## config.mk

```make
export PLATFORM = sky130hd
export DESIGN_NAME = token_lexer_stream
export DESIGN_NICKNAME = d
export VERILOG_FILES = /design/src/design/tlex_pkg.sv /design/src/design/token_lexer_stream.sv /design/src/design/tlex_core.sv /design/src/design/tlex_queue.sv
export SDC_FILE = /design/constraint.sdc
export NUM_CORES = 1
export LEC_CHECK = 0
export BUFFER_PORTS_ARGS = -buffer_cell sky130_fd_sc_hd__buf_2
export CORE_ASPECT_RATIO = 0.8
export CORE_MARGIN = 8
export CORE_UTILIZATION = 55
export CTS_CLUSTER_SIZE = 24
export DETAILED_ROUTE_END_ITERATION = 10
export GPL_TIMING_DRIVEN = 0
export PLACE_DENSITY = 0.86
export SYNTH_ARGS = -nofsm -noshare
export SYNTH_HDL_FRONTEND = slang
export SYNTH_SLANG_ARGS = --single-unit
```

## constraint.sdc

```tcl
create_clock -name clk -period 5.1 [get_ports clk]
set_clock_uncertainty 0.15 [all_clocks]
set_input_delay 1.02 -clock clk [delete_from_list [all_inputs] [get_ports clk]]
set_output_delay 1.02 -clock clk [all_outputs]
set_load 0.02 [all_outputs]
```

## src/design/tlex_pkg.sv

```systemverilog
package tlex_pkg;

    // Field widths
    localparam int KIND_W = 5;
    localparam int POS_W  = 16;
    localparam int LEN_W  = 16;
    localparam int CHAR_W = 8;

    // Defaults for the top-level parameters, and the most tokens one byte can yield
    localparam int MAX_TEXT_DEF    = 65536;
    localparam int MAX_RES         = 3;
    localparam int QUEUE_DEPTH_DEF = 4;

    // Lexer modes
    localparam logic [2:0] MODE_IDLE  = 3'd0;
    localparam logic [2:0] MODE_IDENT = 3'd1;
    localparam logic [2:0] MODE_NUM   = 3'd2;
    localparam logic [2:0] MODE_QUOTE = 3'd3;
    localparam logic [2:0] MODE_LIT   = 3'd4;
    localparam logic [2:0] MODE_ERR   = 3'd5;

    // Token kinds
    localparam logic [KIND_W-1:0] KIND_LPAREN   = 5'd0;
    localparam logic [KIND_W-1:0] KIND_RPAREN   = 5'd1;
    localparam logic [KIND_W-1:0] KIND_LBRACKET = 5'd2;
    localparam logic [KIND_W-1:0] KIND_RBRACKET = 5'd3;
    localparam logic [KIND_W-1:0] KIND_COLON    = 5'd4;
    localparam logic [KIND_W-1:0] KIND_COMMA    = 5'd5;
    localparam logic [KIND_W-1:0] KIND_IF       = 5'd6;
    localparam logic [KIND_W-1:0] KIND_THEN     = 5'd7;
    localparam logic [KIND_W-1:0] KIND_ELSE     = 5'd8;
    localparam logic [KIND_W-1:0] KIND_LET      = 5'd9;
    localparam logic [KIND_W-1:0] KIND_UPPER_ID = 5'd10;
    localparam logic [KIND_W-1:0] KIND_LOWER_ID = 5'd11;
    localparam logic [KIND_W-1:0] KIND_INT      = 5'd12;
    localparam logic [KIND_W-1:0] KIND_FLOAT    = 5'd13;
    localparam logic [KIND_W-1:0] KIND_CHAR     = 5'd14;
    localparam logic [KIND_W-1:0] KIND_END      = 5'd15;
    localparam logic [KIND_W-1:0] KIND_ERROR    = 5'd16;

    // Special characters
    localparam logic [CHAR_W-1:0] CH_UNDERSCORE = 8'h5F;
    localparam logic [CHAR_W-1:0] CH_POINT      = 8'h2E;
    localparam logic [CHAR_W-1:0] CH_MINUS      = 8'h2D;
    localparam logic [CHAR_W-1:0] CH_QUOTE      = 8'h27;
    localparam logic [CHAR_W-1:0] CH_LPAREN     = 8'h28;
    localparam logic [CHAR_W-1:0] CH_RPAREN     = 8'h29;
    localparam logic [CHAR_W-1:0] CH_LBRACKET   = 8'h5B;
    localparam logic [CHAR_W-1:0] CH_RBRACKET   = 8'h5D;
    localparam logic [CHAR_W-1:0] CH_COLON      = 8'h3A;
    localparam logic [CHAR_W-1:0] CH_COMMA      = 8'h2C;
    localparam logic [CHAR_W-1:0] CH_SPACE      = 8'h20;

    // Keyword prefixes, first character in the low byte
    localparam logic [31:0] KW_IF   = 32'h0000_6669;
    localparam logic [31:0] KW_THEN = 32'h6E65_6874;
    localparam logic [31:0] KW_ELSE = 32'h6573_6C65;
    localparam logic [31:0] KW_LET  = 32'h0074_656C;

    typedef struct packed {
        logic [2:0]        mode;
        logic [POS_W-1:0]  start;
        logic [LEN_W-1:0]  len;
        logic [31:0]       prefix;
        logic              upper;
        logic              point;
        logic [CHAR_W-1:0] lit;
    } lex_state_t;

    typedef struct packed {
        logic [KIND_W-1:0] kind;
        logic [POS_W-1:0]  start;
        logic [LEN_W-1:0]  length;
        logic [CHAR_W-1:0] value;
        logic              eot;
    } token_t;

    function automatic logic is_upper(input logic [CHAR_W-1:0] c);
        return (c >= 8'h41) && (c <= 8'h5A);
    endfunction

    function automatic logic is_lower(input logic [CHAR_W-1:0] c);
        return (c >= 8'h61) && (c <= 8'h7A);
    endfunction

    function automatic logic is_digit(input logic [CHAR_W-1:0] c);
        return (c >= 8'h30) && (c <= 8'h39);
    endfunction

    function automatic logic is_space(input logic [CHAR_W-1:0] c);
        return (c == CH_SPACE) || ((c >= 8'h09) && (c <= 8'h0D));
    endfunction

    function automatic logic [LEN_W-1:0] sat_inc(input logic [LEN_W-1:0] v);
        return (v == {LEN_W{1'b1}}) ? v : v + 1'b1;
    endfunction

    function automatic logic has_pending(input logic [2:0] mode);
        return (mode == MODE_IDENT) || (mode == MODE_NUM) ||
               (mode == MODE_QUOTE) || (mode == MODE_LIT);
    endfunction

    function automatic logic [KIND_W-1:0] ident_kind(input lex_state_t s);
        logic [KIND_W-1:0] k;
        k = s.upper ? KIND_UPPER_ID : KIND_LOWER_ID;
        if (s.len == LEN_W'(2) && s.prefix == KW_IF)
            k = KIND_IF;
        else if (s.len == LEN_W'(4) && s.prefix == KW_THEN)
            k = KIND_THEN;
        else if (s.len == LEN_W'(4) && s.prefix == KW_ELSE)
            k = KIND_ELSE;
        else if (s.len == LEN_W'(3) && s.prefix == KW_LET)
            k = KIND_LET;
        return k;
    endfunction

    // Token for the pending run held in s
    function automatic token_t flush_token(input lex_state_t s);
        token_t t;
        t.start  = s.start;
        t.length = s.len;
        t.value  = '0;
        t.eot    = 1'b0;
        if (s.mode == MODE_IDENT)
            t.kind = ident_kind(s);
        else if (s.mode == MODE_NUM)
            t.kind = s.point ? KIND_FLOAT : KIND_INT;
        else
        begin
            t.kind  = KIND_CHAR;
            t.value = s.lit;
        end
        return t;
    endfunction

endpackage

```

## src/design/token_lexer_stream.sv

```systemverilog
// A token is written into the output queue by the edge that takes the byte that completes it.
// Throughput, while m_tready is high: one byte per cycle while each byte yields at most
// one token; tokens leave one per cycle from a 4-deep output queue, which takes a byte
// only with room for three tokens, so bytes that complete two or three slow the input.
// Reset: rst_n is asynchronous, active low; it clears the lexer state and the queue.
module token_lexer_stream #(
    parameter int MAX_TEXT    = tlex_pkg::MAX_TEXT_DEF,
    parameter int QUEUE_DEPTH = tlex_pkg::QUEUE_DEPTH_DEF
) (
    input  logic        clk,
    input  logic        rst_n,
    input  logic        s_tvalid,
    output logic        s_tready,
    input  logic [7:0]  s_tdata,   // [7:0] ch
    input  logic        s_tlast,   // last_char
    output logic        m_tvalid,
    input  logic        m_tready,
    output logic [39:0] m_tdata,   // [15:0] token_start, [31:16] token_length,
                                   // [39:32] char_value
    output logic [4:0]  m_tuser,   // [4:0] token_kind
    output logic        m_tlast    // end_of_text
);

    logic             accept;
    logic [1:0]       push_n;
    tlex_pkg::token_t push_tok [tlex_pkg::MAX_RES];
    tlex_pkg::token_t head;
    logic             room;

    assign accept = s_tvalid && s_tready;

    // Lexer state and token generation
    tlex_core #(
        .MAX_TEXT (MAX_TEXT)
    ) u_core (
        .clk       (clk),
        .rst_n     (rst_n),
        .accept    (accept),
        .ch        (s_tdata),
        .last_char (s_tlast),
        .push_n    (push_n),
        .push_tok  (push_tok)
    );

    // Output queue
    tlex_queue #(
        .DEPTH (QUEUE_DEPTH)
    ) u_queue (
        .clk        (clk),
        .rst_n      (rst_n),
        .push_n     (push_n),
        .push_tok   (push_tok),
        .pop_ready  (m_tready),
        .head_valid (m_tvalid),
        .head       (head),
        .room       (room)
    );

    assign s_tready = room;
    assign m_tdata  = {head.value, head.length, head.start};
    assign m_tuser  = head.kind;
    assign m_tlast  = head.eot;

endmodule

```

## src/design/tlex_core.sv

```systemverilog
module tlex_core #(
    parameter int MAX_TEXT = tlex_pkg::MAX_TEXT_DEF
) (
    input  logic                        clk,
    input  logic                        rst_n,
    input  logic                        accept,
    input  logic [tlex_pkg::CHAR_W-1:0] ch,
    input  logic                        last_char,
    output logic [1:0]                  push_n,
    output tlex_pkg::token_t            push_tok [tlex_pkg::MAX_RES]
);

    localparam logic [tlex_pkg::POS_W-1:0] POS_LIMIT =
        ((MAX_TEXT - 1) < 65535) ? tlex_pkg::POS_W'(MAX_TEXT - 1) : {tlex_pkg::POS_W{1'b1}};

    tlex_pkg::lex_state_t           state_reg, state_next, mid;
    logic [tlex_pkg::POS_W-1:0]     pos_reg, pos_next, pos_inc;
    tlex_pkg::token_t               tok_a, tok_b, tok_c, tok_d, tok_1;
    logic                           emit_a, emit_b, emit_c, do_idle;
    logic                           word_char, num_char;
    logic [1:0]                     n_res;

    // Work out the state after this item and the tokens it completes
    always_comb
    begin
        mid       = state_reg;
        emit_a    = 1'b0;
        emit_b    = 1'b0;
        do_idle   = 1'b0;
        tok_a     = tlex_pkg::flush_token(state_reg);
        tok_b     = '0;
        tok_b.start  = pos_reg;
        tok_b.length = tlex_pkg::LEN_W'(1);
        word_char = tlex_pkg::is_upper(ch) || tlex_pkg::is_lower(ch) ||
                    tlex_pkg::is_digit(ch) || (ch == tlex_pkg::CH_UNDERSCORE);
        num_char  = tlex_pkg::is_digit(ch) || (ch == tlex_pkg::CH_POINT);

        unique case (state_reg.mode)
            tlex_pkg::MODE_IDENT:
            begin
                if (word_char)
                begin
                    for (int i = 0; i < 4; i++)
                    begin
                        if (state_reg.len == tlex_pkg::LEN_W'(i))
                            mid.prefix[8*i +: 8] = state_reg.prefix[8*i +: 8] | ch;
                    end
                    mid.len = tlex_pkg::sat_inc(state_reg.len);
                end
                else
                begin
                    emit_a  = 1'b1;
                    do_idle = 1'b1;
                end
            end
            tlex_pkg::MODE_NUM:
            begin
                if (num_char)
                begin
                    if (ch == tlex_pkg::CH_POINT)
                        mid.point = 1'b1;
                    mid.len = tlex_pkg::sat_inc(state_reg.len);
                end
                else
                begin
                    emit_a  = 1'b1;
                    do_idle = 1'b1;
                end
            end
            tlex_pkg::MODE_QUOTE:
            begin
                mid.lit  = ch;
                mid.len  = tlex_pkg::sat_inc(state_reg.len);
                mid.mode = tlex_pkg::MODE_LIT;
            end
            tlex_pkg::MODE_LIT:
            begin
                // closing byte: consume unchecked, then emit the literal
                mid.len  = tlex_pkg::sat_inc(state_reg.len);
                tok_a    = tlex_pkg::flush_token(mid);
                emit_a   = 1'b1;
                mid.mode = tlex_pkg::MODE_IDLE;
            end
            tlex_pkg::MODE_ERR:
            begin
                mid = state_reg;
            end
            default:
            begin
                do_idle = 1'b1;
            end
        endcase

        // Start a token from idle
        if (do_idle)
        begin
            mid.mode = tlex_pkg::MODE_IDLE;
            priority if (ch == tlex_pkg::CH_LPAREN)
            begin
                emit_b     = 1'b1;
                tok_b.kind = tlex_pkg::KIND_LPAREN;
            end
            else if (ch == tlex_pkg::CH_RPAREN)
            begin
                emit_b     = 1'b1;
                tok_b.kind = tlex_pkg::KIND_RPAREN;
            end
            else if (ch == tlex_pkg::CH_LBRACKET)
            begin
                emit_b     = 1'b1;
                tok_b.kind = tlex_pkg::KIND_LBRACKET;
            end
            else if (ch == tlex_pkg::CH_RBRACKET)
            begin
                emit_b     = 1'b1;
                tok_b.kind = tlex_pkg::KIND_RBRACKET;
            end
            else if (ch == tlex_pkg::CH_COLON)
            begin
                emit_b     = 1'b1;
                tok_b.kind = tlex_pkg::KIND_COLON;
            end
            else if (ch == tlex_pkg::CH_COMMA)
            begin
                emit_b     = 1'b1;
                tok_b.kind = tlex_pkg::KIND_COMMA;
            end
            else if (tlex_pkg::is_space(ch))
            begin
                mid.mode = tlex_pkg::MODE_IDLE;
            end
            else if (tlex_pkg::is_upper(ch) || tlex_pkg::is_lower(ch) ||
                     tlex_pkg::is_digit(ch) || (ch == tlex_pkg::CH_MINUS) ||
                     (ch == tlex_pkg::CH_QUOTE))
            begin
                mid.start  = pos_reg;
                mid.len    = tlex_pkg::LEN_W'(1);
                mid.prefix = '0;
                mid.upper  = 1'b0;
                mid.point  = 1'b0;
                mid.lit    = '0;
                if (tlex_pkg::is_upper(ch) || tlex_pkg::is_lower(ch))
                begin
                    mid.mode   = tlex_pkg::MODE_IDENT;
                    mid.prefix = {24'h0, ch};
                    mid.upper  = tlex_pkg::is_upper(ch);
                end
                else if (ch == tlex_pkg::CH_QUOTE)
                    mid.mode = tlex_pkg::MODE_QUOTE;
                else
                    mid.mode = tlex_pkg::MODE_NUM;
            end
            else
            begin
                mid.mode   = tlex_pkg::MODE_ERR;
                emit_b     = 1'b1;
                tok_b.kind = tlex_pkg::KIND_ERROR;
            end
        end

        pos_inc = (pos_reg < POS_LIMIT) ? pos_reg + 1'b1 : pos_reg;

        // Final byte: flush what is pending, then the end token
        emit_c = last_char && tlex_pkg::has_pending(mid.mode);
        tok_c  = tlex_pkg::flush_token(mid);
        tok_d        = '0;
        tok_d.kind   = tlex_pkg::KIND_END;
        tok_d.start  = pos_inc;
        tok_d.eot    = 1'b1;

        // A punctuation or error token and a pending flush never meet
        tok_1 = emit_b ? tok_b : tok_c;

        // Pack the valid tokens to the front
        push_tok[0] = emit_a ? tok_a : ((emit_b || emit_c) ? tok_1 : tok_d);
        push_tok[1] = (emit_a && (emit_b || emit_c)) ? tok_1 : tok_d;
        push_tok[2] = tok_d;
        n_res  = 2'(emit_a) + 2'(emit_b || emit_c) + 2'(last_char);
        push_n = accept ? n_res : 2'd0;

        // Commit on accept; the final byte returns to reset
        state_next = state_reg;
        pos_next   = pos_reg;
        if (accept)
        begin
            if (last_char)
            begin
                state_next = '0;
                pos_next   = '0;
            end
            else
            begin
                state_next = mid;
                pos_next   = pos_inc;
            end
        end
    end

    // Hold lexer state
    always_ff @(posedge clk or negedge rst_n)
    begin
        if (!rst_n)
        begin
            state_reg <= '0;
            pos_reg   <= '0;
        end
        else
        begin
            state_reg <= state_next;
            pos_reg   <= pos_next;
        end
    end

endmodule

```

## src/design/tlex_queue.sv

```systemverilog
module tlex_queue #(
    parameter int DEPTH = tlex_pkg::QUEUE_DEPTH_DEF
) (
    input  logic             clk,
    input  logic             rst_n,
    input  logic [1:0]       push_n,
    input  tlex_pkg::token_t push_tok [tlex_pkg::MAX_RES],
    input  logic             pop_ready,
    output logic             head_valid,
    output tlex_pkg::token_t head,
    output logic             room
);

    localparam int CW = $clog2(DEPTH + 1);

    tlex_pkg::token_t q_reg  [DEPTH];
    tlex_pkg::token_t q_next [DEPTH];
    logic [CW-1:0]    count_reg, count_next, base;
    logic             pop;

    assign head_valid = (count_reg != '0);
    assign head       = q_reg[0];
    assign pop        = head_valid && pop_ready;
    // Room for the largest burst of tokens one item can make
    assign room       = (count_reg <= CW'(DEPTH - tlex_pkg::MAX_RES));

    // Shift out the head, then append new items behind what remains
    always_comb
    begin
        base = count_reg - CW'(pop);
        for (int j = 0; j < DEPTH; j++)
            q_next[j] = q_reg[j];
        if (pop)
        begin
            for (int j = 0; j < DEPTH - 1; j++)
                q_next[j] = q_reg[j + 1];
        end
        for (int i = 0; i < tlex_pkg::MAX_RES; i++)
        begin
            for (int j = 0; j < DEPTH; j++)
            begin
                if ((i < int'(push_n)) && (j == int'(base) + i))
                    q_next[j] = push_tok[i];
            end
        end
        count_next = base + CW'(push_n);
    end

    // Hold queued items
    always_ff @(posedge clk)
    begin
        for (int j = 0; j < DEPTH; j++)
            q_reg[j] <= q_next[j];
    end

    // Track fill level
    always_ff @(posedge clk or negedge rst_n)
    begin
        if (!rst_n)
            count_reg <= '0;
        else
            count_reg <= count_next;
    end

endmodule

```

==> impl_metrics.csv <==
group,metric,value,unit
outcome,status,"completed",
route,wl_met1,24.72,mm
placed_design,portBuffers,56,
yosys,synth_ff_type,"dfxtp_1",
sta,min_period,5.078,ns
yosys,ys_seq_area_frac,0.4112,
route,via_per_inst,7.022,
yosys,syn-num-nets,2101,
power,pwr-share-seq,0.314,
yosys,synthMuxAreaShare,0.01622,
critical_path,critical_path_buf_inv_count,6,
yosys,avgSynthCellArea,7.876,sq um
sta,hold_viol,0,
die,die_y,170.3,um
route,drtPass1Iterations,6,
power,power.switching,4.888,mW
route,wl_per_cell,24.06,um
cells_and_area,synthToLayoutAreaGrowth,17.21,%
placed_design,place_congestion,1.005,
critical_path,ff2ff_path_depth,18,
power,clkPwrFrac,0.204,
cells_and_area,post-route-cell-area,0.01917,sq mm
yosys,synthTopCellsByCount,"nand2_1 (339), nor2_1 (263), a21oi_1 (158), clkbuf_1 (157), o21ai_0 (147)",
clock_network,clock-sinks,280,
sta,report.final.slew_viol_count,0,
yosys,synth.most_common_cell,"nand2_1",
power,leakage,7.303,nW
sta,setup_tns,0,ns
sta,setup_ws,0.02241,ns
yosys,yosysUniqueCellTypes,90,
global_route,overflow,0,
critical_path,r2r_start,"u_queue.count_reg[2]",
yosys,syn-cell-area,0.01636,sq mm
critical_path,critPathMaxStageDelay,0.50,ns
min_path,hp-class,"primary input to asynchronous set/reset pin",
power,p_per_area,560.8,mW/mm^2
critical_path,worstPathRequired,5.35,ns
critical_path,worst-path-max-fanout,10,
sta,tightest_slew,1.186,ns
critical_path,critPathCaptureType,"flip-flop",
route,drc,0,
die,core_area,0.02929,sq mm
yosys,ys_seq_elements,280,
critical_path,arrival,5.33,ns
clock_network,cts_hold_buffers,0,
cells_and_area,largest_register_ffs,184,
power,p_comb_frac,0.482,
yosys,yosys_warnings,0,
yosys,synth_compound_area_frac,0.2620,
route,wl_met2,26.90,mm
sta,relSlewSlack,0.2093,
clock_network,cts-root-buf,"clkbuf_16",
flow_run,maxCapViolCount,0,
yosys,syn_inst,2077,
power,peakVddDrop,0.0003524,V
power,finalPower,10.75,mW
clock_network,clk_pin_slew_worst_paths,0.07,ns
clock_network,htreeDepth,1,
cells_and_area,finish.utilization,0.6546,
critical_path,crit_chain,"buf_2 > clkbuf_4 > or3b_1 > a2111oi_4 > a211oi_1 > a32oi_4 > o2111ai_4 > a21o_1 > buf_4 > inv_2 > buf_8 > fa_2 > nor2_4 > nand2_2 > nor2_4 > a21oi_2 > nand2_2 > buf_8 > o22ai_1 > nor3_1",
die,die_x,208.8,um
sta,max_freq,196.9,MHz
die,start_util,0.5585,
sta,timing.final.crit_share,0.9956,
global_route,antenna_found_initial,0,
critical_path,startpoint,"s_tdata[2]",
power,p_int,5.864,mW
yosys,synth_top_family_by_area,"compound AO/OA/AOI/OAI gates",
sta,hold_ws,0.2742,ns
route,ant_nets,0,
placed_design,dpl_cell_area,0.01732,sq mm
yosys,yosys.area_share.simple,0.2450,
yosys,synth_edf_count,64,
sta,rsz0062_at_grt,"yes",
route,wl_met3,7.946,mm
cells_and_area,layout.nets,2223,
route,wirelength,62.59,mm
clock_network,cts_buffers,29,
critical_path,r2r_slack,0.12,ns
clock_network,worst_skew_pair.late_latency,0.58,ns
yosys,synth.area.top_cells,"dfrtp_1 (15%), dfxtp_1 (15%), edfxtp_1 (12%)",
placed_design,placed_cells,2511,
critical_path,startpoint_type,"primary input",
yosys,synthArstFlopShare,0.3429,
route,drt_iter0_drc,2738,
die,rows,56,
critical_path,cpMaxStageDelayCell,"fa_2",
yosys,yosysTopAreaCell,"dfrtp_1",
cells_and_area,fin_cells,2601,
placed_design,hpwl,45.59,mm
critical_path,worstReg2RegEnd,"u_queue.q_reg[3][37]",
yosys,synth_xor_area_frac,0.01017,
clock_network,clk_path_buf_depth,3,
global_route,grt_use_total,0.3325,
die,ios,61,
placed_design,dp_slack,-1.438,ns
global_route,grt_pass1_wl,94.81,mm
critical_path,worstSetupPathType,"primary input to flip-flop",
clock_network,cts_tree,"built",
power,swShare,0.4546,
die,die_area,0.03555,sq mm
global_route,grt_max_degree,61,
cells_and_area,drive_gt1_frac,0.1427,
route,vias,18265,
global_route,grt_pass1_vias,16589,
sta,setup_viol,0,
yosys,synth_top_area_share,0.1469,
route,top_layer_used,"met4",
yosys,synthAdderAreaFrac,0.009331,
critical_path,cpLargestDelayFamily,"compound AO/OA/AOI/OAI gates",
[how the worst max path moves through the flow]
stage,endpoint,slack [ns],cells after the start
after floorplan,u_queue.q_reg[1][25],-0.03,17
after global placement,u_queue.q_reg[1][30],-1.47,17
after detailed placement,u_queue.q_reg[1][33],-1.44,17
after CTS,u_queue.q_reg[0][27],-0.008,17
after global routing,u_queue.q_reg[1][28],-0.05,17
final,u_queue.q_reg[2][32],0.02,20
[cell families after synthesis]
family,Yosys count
buf+inv,198
flops,280
xor+xnor,19
compound gates,662
fa+ha+maj,11
simple gates,881
mux,26
[final cells by class]
type / count / area (sq um)
well taps: 377 / 471.7
repair buffers: 93 / 596.8
clock buffers: 44 / 853.3
flip-flops and latches: 280 / 6726
multi-input cells: 1600 / 9444
fillers: 2438 / 10110
diodes: 3 / 7.507
inverters: 26 / 102.6
clock inverters: 9 / 105.1
plain buffers: 169 / 865.8
[layer usage]
| layer | vias up | global-route usage |
|---|---|---|
| li1 | 7878 | - |
| met1 | 8672 | 0.4534 |
| met2 | 1440 | 0.5075 |
| met3 | 275 | 0.06857 |
| met4 | 0 | 0.1465 |
| met5 | - | 0 |
[worst reg2reg max path, stage by stage, from the launching register on]
cell      delay [ns]
dfrtp_1         0.42
nor2_2          0.27
nand2_1         0.15
nand2_2         0.26
inv_1           0.16
clkbuf_1        0.27
clkbuf_2        0.32
ha_1            0.26
ha_1            0.31
clkbuf_2        0.22
nor2_2          0.29
ha_1            0.29
nor3b_4         0.15
buf_4           0.17
nand2_1         0.16
clkbuf_4        0.29
clkbuf_4        0.29
mux2i_1         0.21
o21ai_0         0.11
[power by group through the flow]
stage	logic, mW	clock network (mW)	registers, mW
after floorplan	2.98	0	3.47
after global placement	4.49	0	3.37
after detailed placement	4.60	0	3.39
after CTS	4.77	2.19	3.35
after global routing	5.47	2.27	3.42
final	5.18	2.19	3.38
[what timing repair did]
| item | CTS | global route |
|---|---|---|
| endpoints found under the setup margin | 260 | 248 |
| pin swaps | 10 | 19 |
| cloned | 1 | 0 |
| gates resized for setup | 87 | 126 |
| setup buffers | 15 | 21 |
[placed cells by master (no fill, tap or decap), types with 64 or more instances in the layout]
cell type / n
a21oi_1: 151
buf_2: 68
clkbuf_1: 94
dfrtp_1: 96
dfxtp_1: 120
edfxtp_1: 64
nand2_1: 329
nor2_1: 251
nor3_1: 64
o21ai_0: 145
(Power assumes the default switching activity.)
